[config.mk]
export PLATFORM = sky130hd
export DESIGN_NAME = keypad_combination_lock_unit
export DESIGN_NICKNAME = d
export VERILOG_FILES = /design/src/rtl/core/kcl_pkg.sv /design/src/rtl/core/keypad_combination_lock_unit.sv /design/src/rtl/core/kcl_key_decode.sv /design/src/rtl/core/kcl_core.sv
export SDC_FILE = /design/constraint.sdc
export NUM_CORES = 1
export LEC_CHECK = 0
export BUFFER_PORTS_ARGS = -buffer_cell sky130_fd_sc_hd__buf_2
export CAP_MARGIN = 5
export CELL_PAD_IN_SITES_DETAIL_PLACEMENT = 2
export CELL_PAD_IN_SITES_GLOBAL_PLACEMENT = 2
export CORE_MARGIN = 10
export CORE_UTILIZATION = 38
export DETAILED_ROUTE_END_ITERATION = 10
export PLACE_DENSITY_LB_ADDON = 0.1
export REMOVE_ABC_BUFFERS = 1
export SKIP_CTS_REPAIR_TIMING = 1
export SYNTH_ARGS = -nofsm -noshare
export SYNTH_HDL_FRONTEND = slang
export SYNTH_HIERARCHICAL = 1
export SYNTH_SLANG_ARGS = --single-unit
[constraint.sdc]
create_clock -name i_clk -period 7.28 [get_ports i_clk]
set_input_delay 0.728 -clock i_clk [delete_from_list [all_inputs] [get_ports i_clk]]
set_output_delay 0.728 -clock i_clk [all_outputs]
set_load 0.03 [all_outputs]
[src/rtl/core/kcl_pkg.sv]
// Shared types, constants and codes for the keypad combination lock.
// No dependencies; used by every module under rtl/core.
`timescale 1ns / 1ps
`default_nettype none

package kcl_pkg;

    // Digit count: default and legal range
    localparam int DIGITS_DEF = 4;
    localparam int DIGITS_MIN = 1;
    localparam int DIGITS_MAX = 8;

    // Digits that take part in a UART code change
    localparam int UART_DIGITS_MAX = 4;

    // Keypad ladder windows, both ends exclusive
    localparam logic [11:0] SEL_LO   = 12'd610;
    localparam logic [11:0] SEL_HI   = 12'd620;
    localparam logic [11:0] LEFT_LO  = 12'd850;
    localparam logic [11:0] LEFT_HI  = 12'd860;
    localparam logic [11:0] RIGHT_LO = 12'd815;
    localparam logic [11:0] RIGHT_HI = 12'd825;
    localparam logic [11:0] UP_LO    = 12'd925;
    localparam logic [11:0] UP_HI    = 12'd935;
    localparam logic [11:0] DOWN_LO  = 12'd895;
    localparam logic [11:0] DOWN_HI  = 12'd905;

    localparam logic [7:0] ASCII_ZERO = 8'd48;
    localparam logic [3:0] DIGIT_TOP  = 4'd9;

    // Servo compare defaults
    localparam logic [15:0] OPEN_DUTY_RST  = 16'd25;
    localparam logic [15:0] CLOSE_DUTY_RST = 16'd75;

    // Configuration register indexes
    localparam int CFG_IDX_W = 1;
    typedef enum logic [CFG_IDX_W-1:0] {
        REG_OPEN_DUTY  = 1'b0,
        REG_CLOSE_DUTY = 1'b1
    } t_cfg_reg;

    // Input commands
    typedef enum logic [1:0] {
        CMD_SAMPLE = 2'd0,
        CMD_BUTTON = 2'd1,
        CMD_UART   = 2'd2,
        CMD_IDLE   = 2'd3
    } t_cmd;

    // Result events
    typedef enum logic [2:0] {
        EV_NONE   = 3'd0,
        EV_OPEN   = 3'd1,
        EV_WRONG  = 3'd2,
        EV_STORED = 3'd3,
        EV_UART   = 3'd4
    } t_event;

    // Decoded keypad key
    typedef enum logic [2:0] {
        KEY_NONE,
        KEY_SELECT,
        KEY_LEFT,
        KEY_RIGHT,
        KEY_UP,
        KEY_DOWN
    } t_key;

    // Input beat
    typedef struct packed {
        logic [1:0]  cmd;
        logic [11:0] adc_value;
        logic        held;
        logic [15:0] encoder_count;
        logic [31:0] uart_check_chars;
        logic [31:0] uart_new_chars;
    } t_in_item;

    // Result beat
    typedef struct packed {
        logic        lock_open;
        logic        servo_write;
        logic [15:0] servo_duty;
        logic [1:0]  cursor_pos;
        logic [15:0] entered_code;
        logic [2:0]  event_res;
    } t_out_item;

endpackage

`default_nettype wire

[src/rtl/core/keypad_combination_lock_unit.sv]
// Top level of the keypad combination lock: handshake registers, config port.
// Depends on kcl_pkg and kcl_core.
//
//   channel  | handshake                   | payload
//   ---------+-----------------------------+----------------------------------
//   in       | i_in_valid  / o_in_ready    | i_in_beat  (kcl_pkg::t_in_item)
//   out      | o_out_valid / i_out_ready   | o_out_beat (kcl_pkg::t_out_item)
//   config   | i_cfg_we (no wait)          | i_cfg_idx, i_cfg_data
//
// Each beat gives exactly one result beat, through the input register and then the result register.
// One beat per cycle is sustained while the output is not stalled: the input
// register feeds the state update and the result register in the same cycle.
// Synchronous active-low reset clears the lock state and restores the duties.
// A stalled output holds its beat; the input register then holds one more.
`timescale 1ns / 1ps
`default_nettype none

module keypad_combination_lock_unit #(
    parameter int NUM_DIGITS = kcl_pkg::DIGITS_DEF
) (
    input  wire logic                          i_clk,
    input  wire logic                          i_rst_n,
    input  wire logic                          i_in_valid,
    output logic                               o_in_ready,
    input  wire kcl_pkg::t_in_item             i_in_beat,
    output logic                               o_out_valid,
    input  wire logic                          i_out_ready,
    output kcl_pkg::t_out_item                 o_out_beat,
    input  wire logic                          i_cfg_we,
    input  wire logic [kcl_pkg::CFG_IDX_W-1:0] i_cfg_idx,
    input  wire logic [15:0]                   i_cfg_data
);

    logic               r_in_valid;
    kcl_pkg::t_in_item  r_in_beat;
    logic               r_out_valid;
    kcl_pkg::t_out_item r_out_beat;
    logic [15:0]        r_open_duty;
    logic [15:0]        r_close_duty;
    logic               w_step;
    kcl_pkg::t_out_item w_result;

    // Advance when the held beat can move into the result register
    assign w_step      = r_in_valid && (!r_out_valid || i_out_ready);
    assign o_in_ready  = !r_in_valid || w_step;
    assign o_out_valid = r_out_valid;
    assign o_out_beat  = r_out_beat;

    kcl_core #(
        .NUM_DIGITS (NUM_DIGITS)
    ) u_core (
        .i_clk        (i_clk),
        .i_rst_n      (i_rst_n),
        .i_step       (w_step),
        .i_item       (r_in_beat),
        .i_open_duty  (r_open_duty),
        .i_close_duty (r_close_duty),
        .o_result     (w_result)
    );

    // Handshake valid flags
    always_ff @(posedge i_clk) begin
        if (!i_rst_n) begin
            r_in_valid  <= 1'b0;
            r_out_valid <= 1'b0;
        end else begin
            if (o_in_ready) begin
                r_in_valid <= i_in_valid;
            end
            if (w_step) begin
                r_out_valid <= 1'b1;
            end else if (i_out_ready) begin
                r_out_valid <= 1'b0;
            end
        end
    end

    // Payload registers
    always_ff @(posedge i_clk) begin
        if (i_in_valid && o_in_ready) begin
            r_in_beat <= i_in_beat;
        end
        if (w_step) begin
            r_out_beat <= w_result;
        end
    end

    // Configuration registers
    always_ff @(posedge i_clk) begin
        if (!i_rst_n) begin
            r_open_duty  <= kcl_pkg::OPEN_DUTY_RST;
            r_close_duty <= kcl_pkg::CLOSE_DUTY_RST;
        end else if (i_cfg_we) begin
            case (kcl_pkg::t_cfg_reg'(i_cfg_idx))
                kcl_pkg::REG_OPEN_DUTY:  r_open_duty  <= i_cfg_data;
                kcl_pkg::REG_CLOSE_DUTY: r_close_duty <= i_cfg_data;
                default: begin
                end
            endcase
        end
    end

endmodule

`default_nettype wire

[src/rtl/core/kcl_key_decode.sv]
// Keypad resistor ladder decoder: ADC sample to key code.
// Depends on kcl_pkg for window bounds and the key type.
`timescale 1ns / 1ps
`default_nettype none

module kcl_key_decode (
    input  wire logic [11:0] i_adc_value,
    output kcl_pkg::t_key    o_key
);

    // Windows are disjoint; order follows the keypad priority anyway
    always_comb begin
        if (i_adc_value > kcl_pkg::SEL_LO && i_adc_value < kcl_pkg::SEL_HI) begin
            o_key = kcl_pkg::KEY_SELECT;
        end else if (i_adc_value > kcl_pkg::LEFT_LO && i_adc_value < kcl_pkg::LEFT_HI) begin
            o_key = kcl_pkg::KEY_LEFT;
        end else if (i_adc_value > kcl_pkg::RIGHT_LO && i_adc_value < kcl_pkg::RIGHT_HI) begin
            o_key = kcl_pkg::KEY_RIGHT;
        end else if (i_adc_value > kcl_pkg::UP_LO && i_adc_value < kcl_pkg::UP_HI) begin
            o_key = kcl_pkg::KEY_UP;
        end else if (i_adc_value > kcl_pkg::DOWN_LO && i_adc_value < kcl_pkg::DOWN_HI) begin
            o_key = kcl_pkg::KEY_DOWN;
        end else begin
            o_key = kcl_pkg::KEY_NONE;
        end
    end

endmodule

`default_nettype wire

[src/rtl/core/kcl_core.sv]
// Lock state (codes, cursor, lock, encoder reference) and its update logic.
// Depends on kcl_pkg and kcl_key_decode.
`timescale 1ns / 1ps
`default_nettype none

module kcl_core #(
    parameter int NUM_DIGITS = kcl_pkg::DIGITS_DEF
) (
    input  wire logic                i_clk,
    input  wire logic                i_rst_n,
    input  wire logic                i_step,
    input  wire kcl_pkg::t_in_item   i_item,
    input  wire logic [15:0]         i_open_duty,
    input  wire logic [15:0]         i_close_duty,
    output kcl_pkg::t_out_item       o_result
);

    localparam int CurW     = (NUM_DIGITS > 1) ? $clog2(NUM_DIGITS) : 1;
    localparam int CurExtW  = (CurW > 2) ? CurW : 2;
    localparam int UartDig  = (NUM_DIGITS < kcl_pkg::UART_DIGITS_MAX) ?
                              NUM_DIGITS : kcl_pkg::UART_DIGITS_MAX;
    localparam int ShowDig  = UartDig;
    localparam logic [CurW-1:0] LastPos = CurW'(NUM_DIGITS - 1);

    // State
    logic [NUM_DIGITS-1:0][3:0] r_stored,  n_stored;
    logic [NUM_DIGITS-1:0][3:0] r_entered, n_entered;
    logic [CurW-1:0]            r_cursor,  n_cursor;
    logic                       r_is_open, n_is_open;
    logic [15:0]                r_enc_ref, n_enc_ref;

    kcl_pkg::t_key   w_key;
    kcl_pkg::t_event w_event;
    logic            w_select;
    logic            w_step_up;
    logic            w_step_dn;
    logic            w_code_ok;
    logic            w_uart_ok;
    logic            w_srv_wr;
    logic [15:0]     w_srv_duty;
    logic [3:0]      w_cur_digit;
    logic [15:0]     w_code;
    logic [CurExtW-1:0] w_cur_ext;

    kcl_key_decode u_key_decode (
        .i_adc_value (i_item.adc_value),
        .o_key       (w_key)
    );

    // Compares: entered vs stored, and UART check chars vs entered
    always_comb begin
        w_code_ok = (r_stored == r_entered);
        w_uart_ok = 1'b1;
        for (int i = 0; i < UartDig; i++) begin
            if (i_item.uart_check_chars[8*i +: 8] !=
                ({4'd0, r_entered[i]} + kcl_pkg::ASCII_ZERO)) begin
                w_uart_ok = 1'b0;
            end
        end
    end

    assign w_cur_digit = r_entered[r_cursor];

    // Command decode and next state
    always_comb begin
        n_stored   = r_stored;
        n_entered  = r_entered;
        n_cursor   = r_cursor;
        n_is_open  = r_is_open;
        n_enc_ref  = r_enc_ref;
        w_event    = kcl_pkg::EV_NONE;
        w_select   = 1'b0;
        w_step_up  = 1'b0;
        w_step_dn  = 1'b0;
        w_srv_wr   = 1'b0;
        w_srv_duty = '0;

        case (kcl_pkg::t_cmd'(i_item.cmd))
            kcl_pkg::CMD_SAMPLE: begin
                case (w_key)
                    kcl_pkg::KEY_SELECT: begin
                        w_select = 1'b1;
                    end
                    kcl_pkg::KEY_LEFT: begin
                        if (!i_item.held && r_cursor != '0) begin
                            n_cursor = r_cursor - 1'b1;
                        end
                    end
                    kcl_pkg::KEY_RIGHT: begin
                        if (!i_item.held && r_cursor < LastPos) begin
                            n_cursor = r_cursor + 1'b1;
                        end
                    end
                    kcl_pkg::KEY_UP: begin
                        w_step_up = !i_item.held;
                    end
                    kcl_pkg::KEY_DOWN: begin
                        w_step_dn = !i_item.held;
                    end
                    default: begin
                        // no key: rotary encoder steps the digit, held ignored
                        if (i_item.encoder_count != r_enc_ref) begin
                            w_step_dn = (i_item.encoder_count < r_enc_ref);
                            w_step_up = !(i_item.encoder_count < r_enc_ref);
                            n_enc_ref = i_item.encoder_count;
                        end
                    end
                endcase
            end
            kcl_pkg::CMD_BUTTON: begin
                // push advances the cursor, selects at the last position
                if (!i_item.held) begin
                    if (r_cursor < LastPos) begin
                        n_cursor = r_cursor + 1'b1;
                    end else begin
                        w_select = 1'b1;
                    end
                end
            end
            kcl_pkg::CMD_UART: begin
                if (w_uart_ok) begin
                    for (int i = 0; i < UartDig; i++) begin
                        // low nibble of (char - '0'); '0' has a zero low nibble
                        n_stored[i] = i_item.uart_new_chars[8*i +: 4];
                    end
                    w_event = kcl_pkg::EV_UART;
                end
            end
            default: begin
            end
        endcase

        // Saturating digit step at the cursor
        if (w_step_up && w_cur_digit < kcl_pkg::DIGIT_TOP) begin
            n_entered[r_cursor] = w_cur_digit + 4'd1;
        end else if (w_step_dn && w_cur_digit != 4'd0) begin
            n_entered[r_cursor] = w_cur_digit - 4'd1;
        end

        // Select: check code when closed, store code when open
        if (w_select) begin
            w_srv_wr = 1'b1;
            if (!r_is_open) begin
                if (w_code_ok) begin
                    w_srv_duty = i_open_duty;
                    n_is_open  = 1'b1;
                    w_event    = kcl_pkg::EV_OPEN;
                end else begin
                    w_srv_duty = i_close_duty;
                    w_event    = kcl_pkg::EV_WRONG;
                end
            end else begin
                n_stored   = r_entered;
                n_entered  = '0;
                w_srv_duty = i_close_duty;
                n_is_open  = 1'b0;
                w_event    = kcl_pkg::EV_STORED;
            end
        end
    end

    // Result beat
    always_comb begin
        w_code = '0;
        for (int i = 0; i < ShowDig; i++) begin
            w_code[4*i +: 4] = n_entered[i];
        end
    end

    assign w_cur_ext = CurExtW'(n_cursor);

    always_comb begin
        o_result.lock_open    = n_is_open;
        o_result.servo_write  = w_srv_wr;
        o_result.servo_duty   = w_srv_duty;
        o_result.cursor_pos   = w_cur_ext[1:0];
        o_result.entered_code = w_code;
        o_result.event_res    = w_event;
    end

    // State registers
    always_ff @(posedge i_clk) begin
        if (!i_rst_n) begin
            r_stored  <= '0;
            r_entered <= '0;
            r_cursor  <= '0;
            r_is_open <= 1'b0;
            r_enc_ref <= '0;
        end else if (i_step) begin
            r_stored  <= n_stored;
            r_entered <= n_entered;
            r_cursor  <= n_cursor;
            r_is_open <= n_is_open;
            r_enc_ref <= n_enc_ref;
        end
    end

    // Checks
    a_cursor_range: assert property (@(posedge i_clk) disable iff (!i_rst_n)
        r_cursor <= LastPos)
        else $error("cursor beyond last digit");

    a_open_sets_lock: assert property (@(posedge i_clk) disable iff (!i_rst_n)
        i_step && o_result.event_res == kcl_pkg::EV_OPEN |=> r_is_open)
        else $error("open event without lock open");

    a_store_clears: assert property (@(posedge i_clk) disable iff (!i_rst_n)
        i_step && o_result.event_res == kcl_pkg::EV_STORED
        |=> r_entered == '0 && !r_is_open)
        else $error("code store did not clear digits and close");

    a_servo_on_select: assert property (@(posedge i_clk) disable iff (!i_rst_n)
        i_step |-> o_result.servo_write ==
            (o_result.event_res == kcl_pkg::EV_OPEN ||
             o_result.event_res == kcl_pkg::EV_WRONG ||
             o_result.event_res == kcl_pkg::EV_STORED))
        else $error("servo write not tied to a select event");

    a_idle_holds: assert property (@(posedge i_clk) disable iff (!i_rst_n)
        !i_step |=> $stable(r_stored) && $stable(r_entered) && $stable(r_cursor)
                    && $stable(r_is_open))
        else $error("lock state changed without a beat");

endmodule

`default_nettype wire
==> metrics.md, run 1 <==
| Metric | Value |
|---|---|
| CP max-delay cell | a21oi_2 |
| Final Setup Violations | 0 |
| Core Rows | 57 |
| Total Wirelength | 26400 um |
| Hold Fails Final Rpt | 0 |
| Fmax achieved | 230 MHz |
| Top Family by Delay on Critical Path | compound AO/OA/AOI/OAI gates |
| CP Cell Sequence | nor4b_1, nand3_1, o211ai_1, or4b_1, a21o_1, buf_4, inv_2, nand2_1, a21oi_2, o21ai_0, a21oi_1 |
| Vias | 6513 |
| Critical Path RT | 7.72 ns |
| Status | completed |
| Full die area | 31000 um2 |
| WL/cell | 21.2 um |
| Worst-path clk slew | 0.06 ns |
| Layout cells sized above 1 | 24.1% |
| HP Class | in -> reg |
| Leakage | 4.32 nW |
| Initial core utilization | 38.3% |
| Max IR drop VDD | 0.123 mV |
| Startpoint Class | register |
| CP arrival | 4.79 ns |
| Max H-tree Level | 1 |
| Port Buf Inserts | 141 |
| Num ports | 158 |
| Vert. Die Dim | 176 um |
| Die Wd | 176 um |
| RSZ-0062 raised after global routing | no |
| Pre-CTS setup slack | 3.00 ns |
| First-pass DRT Iterations | 5 |
| Filler Cells Inserted | 2523 |
| Final GP Congestion | 0.767 |
| Worst Path Buf+Inv | 2 |
| Core area | 24100 um2 |
| Total Power | 2.63 mW |
| TritonCTS buffer count | 24 |
| Slew @ Worst Pin | 1.15 ns |
| Clk root buf | clkbuf_16 |
| Synthesis-to-finish area growth | 17.5% |
| Skew final | 0.0189 ns |
| Post-Synthesis Cells | 785 |
| Layout Nets | 1045 |
| CTS tree | done |
| Worst setup EP type | register |
| Grt ovf | 0 |
| TNS Setup | 0 ns |
| Tcrit/Tclk final | 59.8% |
| Vias per std cell | 5.23 |
| Final Worst Setup Slack | 2.93 ns |
| Mapped Area | 9240 um2 |
| Number of antenna violations at the first check in global routing | 0 |
| Post-detail-place hpwl | 18200 um |
| Largest net degree at the start of global routing | 94 |
| DRC violations left | 0 |
| Final max-slew violation count | 0 |
| Pwr/cell area | 242 nW/um2 |
| Maximum buffer depth of the clock tree | 3 |
| Sink Count | 203 |
| 1st-iter DRT viols | 283 |
| Crit-path max cell delay | 0.88 ns |
| Relative slew slack | 23.1% |
| Avg Cell Area, Syn | 11.8 um2 |
| Clock latency on the worst-skew pair | 0.52 ns |
| Tmin final | 4.35 ns |
| Vias in the first global route | 7452 |
| N_diodes | 0 |
| Largest fanout on the critical path | 21 |
| First-pass GRT wire length | 42100 um |
| Warnings from Yosys | 6 |
| Max_cap viols | 0 |
| Gr usage total | 16.9% |
| Antenna Nets Post-Route | 0 |
| Crit path kind | reg -> reg |
## sequential cells by signal, indices dropped and copies added, names as in the netlist
register and cells:
o_out_beat 39, o_out_valid 1, r_close_duty 16, r_in_beat 79, r_in_valid 1, r_open_duty 16, u_core/r_cursor 2, u_core/r_enc_ref 16
u_core/r_entered 16, u_core/r_is_open 1, u_core/r_stored 16
## worst reg2reg max path, cell delays in order (launching register included)
cell and delay, ns:
edfxtp_1 0.49, nor4b_1 0.35, nand3_1 0.14, o211ai_1 0.50, or4b_1 0.49, a21o_1 0.19
buf_4 0.22, inv_2 0.12, nand2_1 0.51, a21oi_2 0.89, o21ai_0 0.21, a21oi_1 0.18
## area by class of cell
type	instances	area, um2	share of cell area [%]
tap	324	405	3.73
timing repair buffer	147	751	6.91
sequential	203	5250	48.3
multi-input combinational	494	3600	33.1
clock buffer	34	678	6.24
inverter	34	128	1.17
clock inverter	10	60.1	0.553
## cells in the final DEF (no fill, tap or decap), types with 5 or more instances in the layout
| cell type | n |
|---|---|
| a211oi_1 | 8 |
| a21oi_1 | 39 |
| a21oi_2 | 6 |
| a311oi_1 | 12 |
| and2_1 | 7 |
| buf_2 | 141 |
| buf_4 | 6 |
| clkbuf_1 | 6 |
| clkbuf_16 | 24 |
| clkinv_2 | 6 |
| dfxtp_1 | 85 |
| edfxtp_1 | 118 |
| ha_1 | 24 |
| inv_1 | 33 |
| mux2i_1 | 69 |
| nand2_1 | 71 |
| nand2b_1 | 10 |
| nand3_1 | 7 |
| nand3b_1 | 5 |
| nand4_1 | 13 |
| nor2_1 | 33 |
| nor2b_1 | 25 |
| nor4_1 | 8 |
| nor4b_1 | 6 |
| o211ai_1 | 6 |
| o21ai_0 | 17 |
| o21ai_1 | 9 |
| o22ai_1 | 16 |
| xnor2_1 | 7 |
| xor2_1 | 28 |
## per-layer routing
| metal | track usage (%) | wire length, um |
|---|---|---|
| met1 | 20.4 | 11200 |
| met2 | 30.3 | 13600 |
| met3 | 3.50 | 1160 |
| met4 | 3.46 | 439 |
| met5 | 0 | 0 |
## per-stage QoR
step	std cells	cell area, um2	util (%)	hold slack, ns
finish	1246	10900	45.1	0.381
global route	1246	10900	45.1	0.366
CTS	1246	10900	45.1	0.356
detailed placement	1202	10100	42.0	0.456
global placement	1202	10100	42.0	0.441
floorplan	731	8950	-	0.428
## worst paths after layout
| kind | startpoint | end | slack, ns | depth (start not counted) |
|---|---|---|---|---|
| max reg2reg | r_in_beat[85] | u_core/r_stored[6] | 2.93 | 11 |
| min reg2reg | r_close_duty[4] | r_close_duty[4] | 0.46 | 2 |
| max | r_in_beat[85] | u_core/r_stored[6] | 2.93 | 11 |
| min | i_in_beat[52] | r_in_beat[52] | 0.38 | 1 |
## where the power goes
part / internal, mW / total (mW) / switching [mW] / leakage, nW
Combinational: 0.0809 / 0.215 / 0.134 / 2.11
Sequential: 1.27 / 1.30 / 0.0291 / 1.85
Clock: 0.649 / 1.12 / 0.468 / 0.370
Total: 2.00 / 2.63 / 0.631 / 4.32
Power figures use the tool's default switching activity.
==> run 2: changes to the inputs <==
--- a/config.mk
+++ b/config.mk
@@ -5,12 +5,13 @@
 export SDC_FILE = /design/constraint.sdc
 export NUM_CORES = 1
 export LEC_CHECK = 0
+export ABC_AREA = 1
 export BUFFER_PORTS_ARGS = -buffer_cell sky130_fd_sc_hd__buf_2
 export CAP_MARGIN = 5
 export CELL_PAD_IN_SITES_DETAIL_PLACEMENT = 2
 export CELL_PAD_IN_SITES_GLOBAL_PLACEMENT = 2
 export CORE_MARGIN = 10
-export CORE_UTILIZATION = 38
+export CORE_UTILIZATION = 32
 export DETAILED_ROUTE_END_ITERATION = 10
 export PLACE_DENSITY_LB_ADDON = 0.1
 export REMOVE_ABC_BUFFERS = 1
==> constraint.sdc (replaced) <==
create_clock -name i_clk -period 4 [get_ports i_clk]
set_input_delay 0.4 -clock i_clk [delete_from_list [all_inputs] [get_ports i_clk]]
set_output_delay 0.4 -clock i_clk [all_outputs]
set_load 0.03 [all_outputs]
==> run 2 against run 1 <==
Core utilization decreased by 6.7 points. Power is 99% higher. Flip-flop and latch count did not move. Worst setup slack lost 1.9 ns. Critical path type unchanged. Largest power group unchanged.
==> metrics.md, run 2 <==
| Metric | Value |
|---|---|
| Leakage | 5.19 nW (+20%) |
| Total Wirelength | 32400 um (+23%) |
| Vias in the first global route | 9179 (+23%) |
| Pwr/cell area | 445 nW/um2 (+84%) |
| Commonest cells after routing, fill and taps aside | nand2_1 (224), inv_1 (152), buf_2 (141) |
| Max H-tree Level | 1 (unchanged) |
| RR Endpoint | o_out_beat[15] |
| Maximum buffer depth of the clock tree | 3 (unchanged) |
| Clock latency on the worst-skew pair | 0.53 ns (about the same) |
| Avg Cell Area, Syn | 8.63 um2 (-27%) |
| Gr usage total | 16.5% (-0.37 points) |
| Critical R2R Launch | r_in_beat[87] |
| Antenna Nets Post-Route | 0 (unchanged) |
| Post-Synthesis Cells | 1155 (+47%) |
| Startpoint Class | register |
| Crit path kind | reg -> reg |
| Worst-path clk slew | 0.06 ns (about the same) |
| Total Power | 5.23 mW (+99%) |
| Initial core utilization | 32.5% (-5.8 points) |
| Final max-slew violation count | 0 (unchanged) |
| 1st-iter DRT viols | 312 (+10%) |
| Pre-CTS setup slack | 1.06 ns (-1.94 ns) |
| R2R Setup Slk | 1.06 ns (-1.86 ns) |
| DRC violations left | 0 (unchanged) |
| Hold Fails Final Rpt | 0 (unchanged) |
| Inst Count DP | 1657 (+38%) |
| Status | completed |
| Commonest non-fill, non-tap cell in the layout | nand2_1 |
| Vert. Die Dim | 196 um (+12%) |
| Tcrit/Tclk final | 73.4% (+14 points) |
| RSZ-0062 raised after global routing | no |
| Warnings from Yosys | 6 (unchanged) |
| Port Buf Inserts | 141 (unchanged) |
| Num ports | 158 (unchanged) |
| Core Rows | 64 (+12%) |
| Relative slew slack | 49.9% (+27 points) |
| Reg2Reg Depth | 17 (+6) |
| Max IR drop VDD | 0.311 mV (+150%) |
| Critical Path RT | 4.29 ns (-3.43 ns) |
| Largest fanout on the critical path | 12 (-43%) |
| Post-Layout Cell Count | 1706 (+37%) |
| Largest net degree at the start of global routing | 66 (-30%) |
| Core area | 30700 um2 (+27%) |
| First-pass GRT wire length | 51500 um (+22%) |
| WL/cell | 19.0 um (-10%) |
| Slew @ Worst Pin | 0.751 ns (-0.397 ns) |
| Mapped Area | 9970 um2 (+7.9%) |
| Final Worst Setup Slack | 1.06 ns (-1.86 ns) |
| TritonCTS buffer count | 25 (+4.2%) |
| Max FFs per register | 79 (unchanged) |
| Vias per std cell | 4.91 (-6.0%) |
| Hold Slack | 0.0388 ns (-0.343 ns) |
| Number of antenna violations at the first check in global routing | 8 (+8) |
| Worst Setup EP | o_out_beat[15] |
| Crit. Startpoint | r_in_beat[87] |
| HP Class | in -> reg |
| Final Setup Violations | 0 (unchanged) |
| Die Wd | 196 um (+12%) |
| First-pass DRT Iterations | 4 (-1) |
| Post-detail-place hpwl | 23100 um (+27%) |
| Fmax achieved | 341 MHz (+48%) |
| Max_cap viols | 0 (unchanged) |
| Worst setup EP type | register |
| Largest reg by FF count | r_in_beat |
| Grt ovf | 0 (unchanged) |
| Full die area | 38600 um2 (+25%) |
| Skew final | 0.00826 ns (-0.0106 ns) |
| Layout cells sized above 1 | 18.1% (-5.9 points) |
| Synthesis-to-finish area growth | 17.9% |
| Layout Nets | 1429 (+37%) |
| Tmin final | 2.94 ns (-1.42 ns) |
| CTS tree | done |
| Vias | 8378 (+29%) |
| Final GP Congestion | 0.789 (+2.9%) |
| Sink Count | 203 (unchanged) |
| CP arrival | 3.22 ns (-1.57 ns) |
| Clk root buf | clkbuf_16 |
-- run 2: per-layer routing --
metal,wire length [um],vias up,track usage (%)
met5,61,-,0
met3,1340,49,3.56
met2,15300,127,28.0
met4,650,10,3.79
met1,15100,4086,20.9
li1,-,4106,-
-- run 2: worst min-delay path by stage --
stage / from / endpoint / cells past startpoint
2_1_floorplan: r_open_duty[0] / r_open_duty[0] / 2
3_3_place_gp: r_open_duty[3] / r_open_duty[3] / 2
3_5_place_dp: r_open_duty[3] / r_open_duty[3] / 2
4_1_cts: i_in_beat[55] / r_in_beat[55] / 1
5_1_grt: i_in_beat[9] / r_in_beat[9] / 1
6_report: i_in_beat[72] / r_in_beat[72] / 1
-- run 2: final cells by class --
| type | instances | area, um2 |
|---|---|---|
| antenna | 3 | 7.51 |
| clock buffer | 40 | 692 |
| clock inverter | 6 | 67.6 |
| fill | 3514 | 18900 |
| inverter | 167 | 633 |
| multi-input combinational | 734 | 3790 |
| sequential | 203 | 5250 |
| tap | 396 | 495 |
| timing repair buffer | 157 | 826 |
-- run 2: critical path: stages (launching register included) --
cell      delay (ns)
edfxtp_1        0.46
nor2_4          0.17
nand2_1         0.06
nor2_1          0.10
nand2_1         0.09
nand2_1         0.10
inv_1           0.08
nand2_1         0.11
nand3_1         0.18
nor2_1          0.18
nand2_1         0.12
nand2_1         0.08
nand2_1         0.25
buf_4           0.30
nand2_1         0.14
nand2_1         0.07
nand3_1         0.13
inv_1           0.06
-- run 2: power breakdown --
group          total (mW)  switching [mW]  internal [mW]  leakage, nW
Clock                2.15           0.895           1.25        0.367
Combinational       0.676           0.465          0.211         2.97
Sequential           2.41          0.0750           2.34         1.85
-- run 2: through the flow --
step,utilization [%],setup TNS [ns],instance area (um2)
floorplan,-,-83.66,9660
global route,38.3,0,11700
CTS,38.3,0,11700
finish,38.3,0,11800
global placement,35.8,0,11000
detailed placement,35.8,0,11000
==> run 3: changes to the inputs <==
==> constraint.sdc (replaced) <==
create_clock -name i_clk -period 2.4 [get_ports i_clk]
set_input_delay 0.24 -clock i_clk [delete_from_list [all_inputs] [get_ports i_clk]]
set_output_delay 0.24 -clock i_clk [all_outputs]
set_load 0.03 [all_outputs]
==> run 3 against run 2 <==
The run now ends with hold timing, setup timing left. Final cell count is 9.4% higher. Flip-flop and latch count stayed put. Die area stayed put. First-iteration DRC count is 9.0% higher.
==> metrics.md, run 3 (synthesis results as in run 2) <==
| Metric | Value |
|---|---|
| Total Wirelength | 36900 um (+14%) |
| Post-Layout Cell Count | 1867 (+9.4%) |
| Leakage | 6.18 nW (+19%) |
| Switching power share of the total | 27.9% (+0.47 points) |
| CP max-delay cell | edfxtp_1 |
| Final Worst Setup Slack | -0.100 ns (-1.16 ns) |
| Clk pwr share | 39.7% (-1.3 points) |
| Tmin final | 2.50 ns (-0.435 ns) |
| Final GP Congestion | 0.807 (+2.3%) |
| Vias in the first global route | 9360 (+2.0%) |
| Maximum buffer depth of the clock tree | 3 (unchanged) |
| Hold Fails Final Rpt | 3 (+3) |
| Port Buf Inserts | 141 (unchanged) |
| Critical Path RT | 2.69 ns (-1.60 ns) |
| Crit-path max cell delay | 0.48 ns (+0.02 ns) |
| Largest net degree at the start of global routing | 49 (-26%) |
| Worst hold stages | 3 (+2) |
| Inst Count DP | 1711 (+3.3%) |
| Max IR drop VDD | 0.528 mV (+70%) |
| Worst-path clk slew | 0.06 ns (about the same) |
| 1st-iter DRT viols | 340 (+9.0%) |
| Final Setup Violations | 27 (+27) |
| Slew @ Worst Pin | 0.513 ns (-0.238 ns) |
| Largest fanout on the critical path | 6 (-6) |
| Sink Count | 203 (unchanged) |
| DRC violations left | 0 (unchanged) |
| Fmax achieved | 400 MHz (+17%) |
| Post-route cell area | 14000 um2 (+19%) |
| TritonCTS buffer count | 25 (unchanged) |
| WL/cell | 19.8 um (+3.9%) |
| Skew final | 0.0162 ns (+0.00793 ns) |
| Largest reg by FF count | r_in_beat |
| Net Sw Power | 2.57 mW (+79%) |
| Hold Slack | -0.0186 ns (-0.0573 ns) |
| Full die area | 38600 um2 (unchanged) |
| Reg2Reg Depth | 18 (+1) |
| Total Power | 9.23 mW (+76%) |
| Clock latency on the worst-skew pair | 0.55 ns (+0.02 ns) |
| Footprint of the multi-input gates | 4330 um2 (+14%) |
| Initial core utilization | 32.5% (unchanged) |
| Internal power | 6.66 mW (+75%) |
| Post-detail-place hpwl | 24400 um (+5.7%) |
| Status | finished with violations |
| First-pass GRT wire length | 52300 um (+1.7%) |
| Relative slew slack | 65.8% (+16 points) |
| Layout Nets | 1592 (+11%) |
| Tcrit/Tclk final | 104% (+31 points) |
| Gr usage total | 16.8% (+0.31 points) |
| Commonest non-fill, non-tap cell in the layout | nand2_1 |
| Max FFs per register | 79 (unchanged) |
| Combinational power share | 16.7% (+3.8 points) |
| First-pass DRT Iterations | 4 (unchanged) |
| Pwr/cell area | 658 nW/um2 (+48%) |
| Clk root buf | clkbuf_16 |
| Max_cap viols | 0 (unchanged) |
| TNS Setup | -1.17 ns (-1.17 ns) |
| CP arrival | 2.79 ns (-0.43 ns) |
| Filler Cells Inserted | 3321 (-5.5%) |
| Core area | 30700 um2 (unchanged) |
| Layout cells sized above 1 | 29.4% (+11 points) |
| Crit path kind | reg -> reg |
| Die Wd | 196 um (unchanged) |
| Worst setup EP type | register |
| Util after Layout | 45.7% (+7.4 points) |
| Vias per std cell | 4.92 (+0.20%) |
| FF+latch area | 5250 um2 (unchanged) |
| Grt ovf | 0 (unchanged) |
| Vert. Die Dim | 196 um (unchanged) |
| Core Rows | 64 (unchanged) |
| RSZ-0062 raised after global routing | yes |
| CP Cell Sequence | nor2_1, nand2_1, nor2_1, nand2_2, nand2_4, inv_6, nand2_4, nand3_4, buf_6, o31ai_4, nand3_4, clkinv_8, buf_12, nand3_2, nand2_2, nand3_2, nand2_2, inv_1 |
| Vias | 9187 (+9.7%) |
| Synthesis-to-finish area growth | 40.7% |
| Failing checks | hold timing, setup timing |
| Final max-slew violation count | 0 (unchanged) |
| Commonest cells after routing, fill and taps aside | nand2_1 (190), inv_1 (146), buf_2 (142) |
| HP Class | in -> reg |
| Startpoint Class | register |
| Max H-tree Level | 1 (unchanged) |
| Reg power frac | 43.6% (-2.5 points) |
| Num ports | 158 (unchanged) |
| Number of antenna violations at the first check in global routing | 2 (-6) |
| Critical Path Most Common Cell | nand2_2 |
| Antenna Nets Post-Route | 0 (unchanged) |
| Placed inst area | 11500 um2 (+4.8%) |
| CTS tree | done |
run 3: changes by cell type in the layout (fill, tap and decap cells not counted), moves of 19 or more:
cell / change
a21oi_1: -19
a21oi_2: +19
buf_4: +45
dlygate4sd3_1: +86
nand2_1: -34
nand2_2: +27
nand3_1: -30
nand3_2: +25
run 3: worst paths after layout:
path                             from                   to  slack (ns)
hold reg to reg   u_core/r_enc_ref[1]  u_core/r_enc_ref[1]        0.46
setup reg to reg        r_in_beat[85]        o_out_beat[8]       -0.10
hold / removal         i_cfg_data[12]     r_close_duty[12]       -0.02
setup / recovery        r_in_beat[85]        o_out_beat[8]       -0.10
run 3: layout make-up:
class / count / share of cell area (%)
timing repair inverter: 1 / 0.0357
clock buffer: 42 / 5.42
clock inverter: 4 / 0.232
sequential: 203 / 37.4
timing repair buffer: 318 / 17.9
tap: 396 / 3.53
inverter: 167 / 4.64
multi-input combinational: 735 / 30.8
antenna: 1 / 0.0178
run 3: power groups by stage:
stage | combinational (mW) | clock (mW) | sequential, mW
6_report | 1.54 | 3.67 | 4.03
5_1_grt | 1.72 | 3.91 | 4.05
4_1_cts | 1.27 | 3.75 | 4.03
3_5_place_dp | 1.26 | 0 | 4.10
3_3_place_gp | 1.22 | 0 | 4.09
2_1_floorplan | 0.629 | 0 | 4.13
run 3: through the flow:
step / hold WS (ns) / worst slack, ns
after CTS: -0.153 / -0.260
final: -0.0186 / -0.100
after floorplan: 0.324 / -3.74
after global routing: 0.00751 / -0.260
after global placement: 0.417 / -0.129
after detailed placement: 0.419 / -0.220
run 3: critical path, delay by kind of cell, from the launching register on:
family	cells	cell delay, ns
and+or+nand+nor	12	1.26
DFF	1	0.48
buffers and inverters	5	0.46
AOI/OAI and AO/OA	1	0.06
run 3: layer usage:
| metal | vias up | share of wire (%) | global-route usage [%] |
|---|---|---|---|
| li1 | 4442 | - | - |
| met1 | 4540 | 44 | 21.5 |
| met2 | 152 | 50 | 28.4 |
| met3 | 51 | 3.4 | 3.48 |
| met4 | 2 | 2.4 | 3.85 |
| met5 | - | 0.019 | 0 |
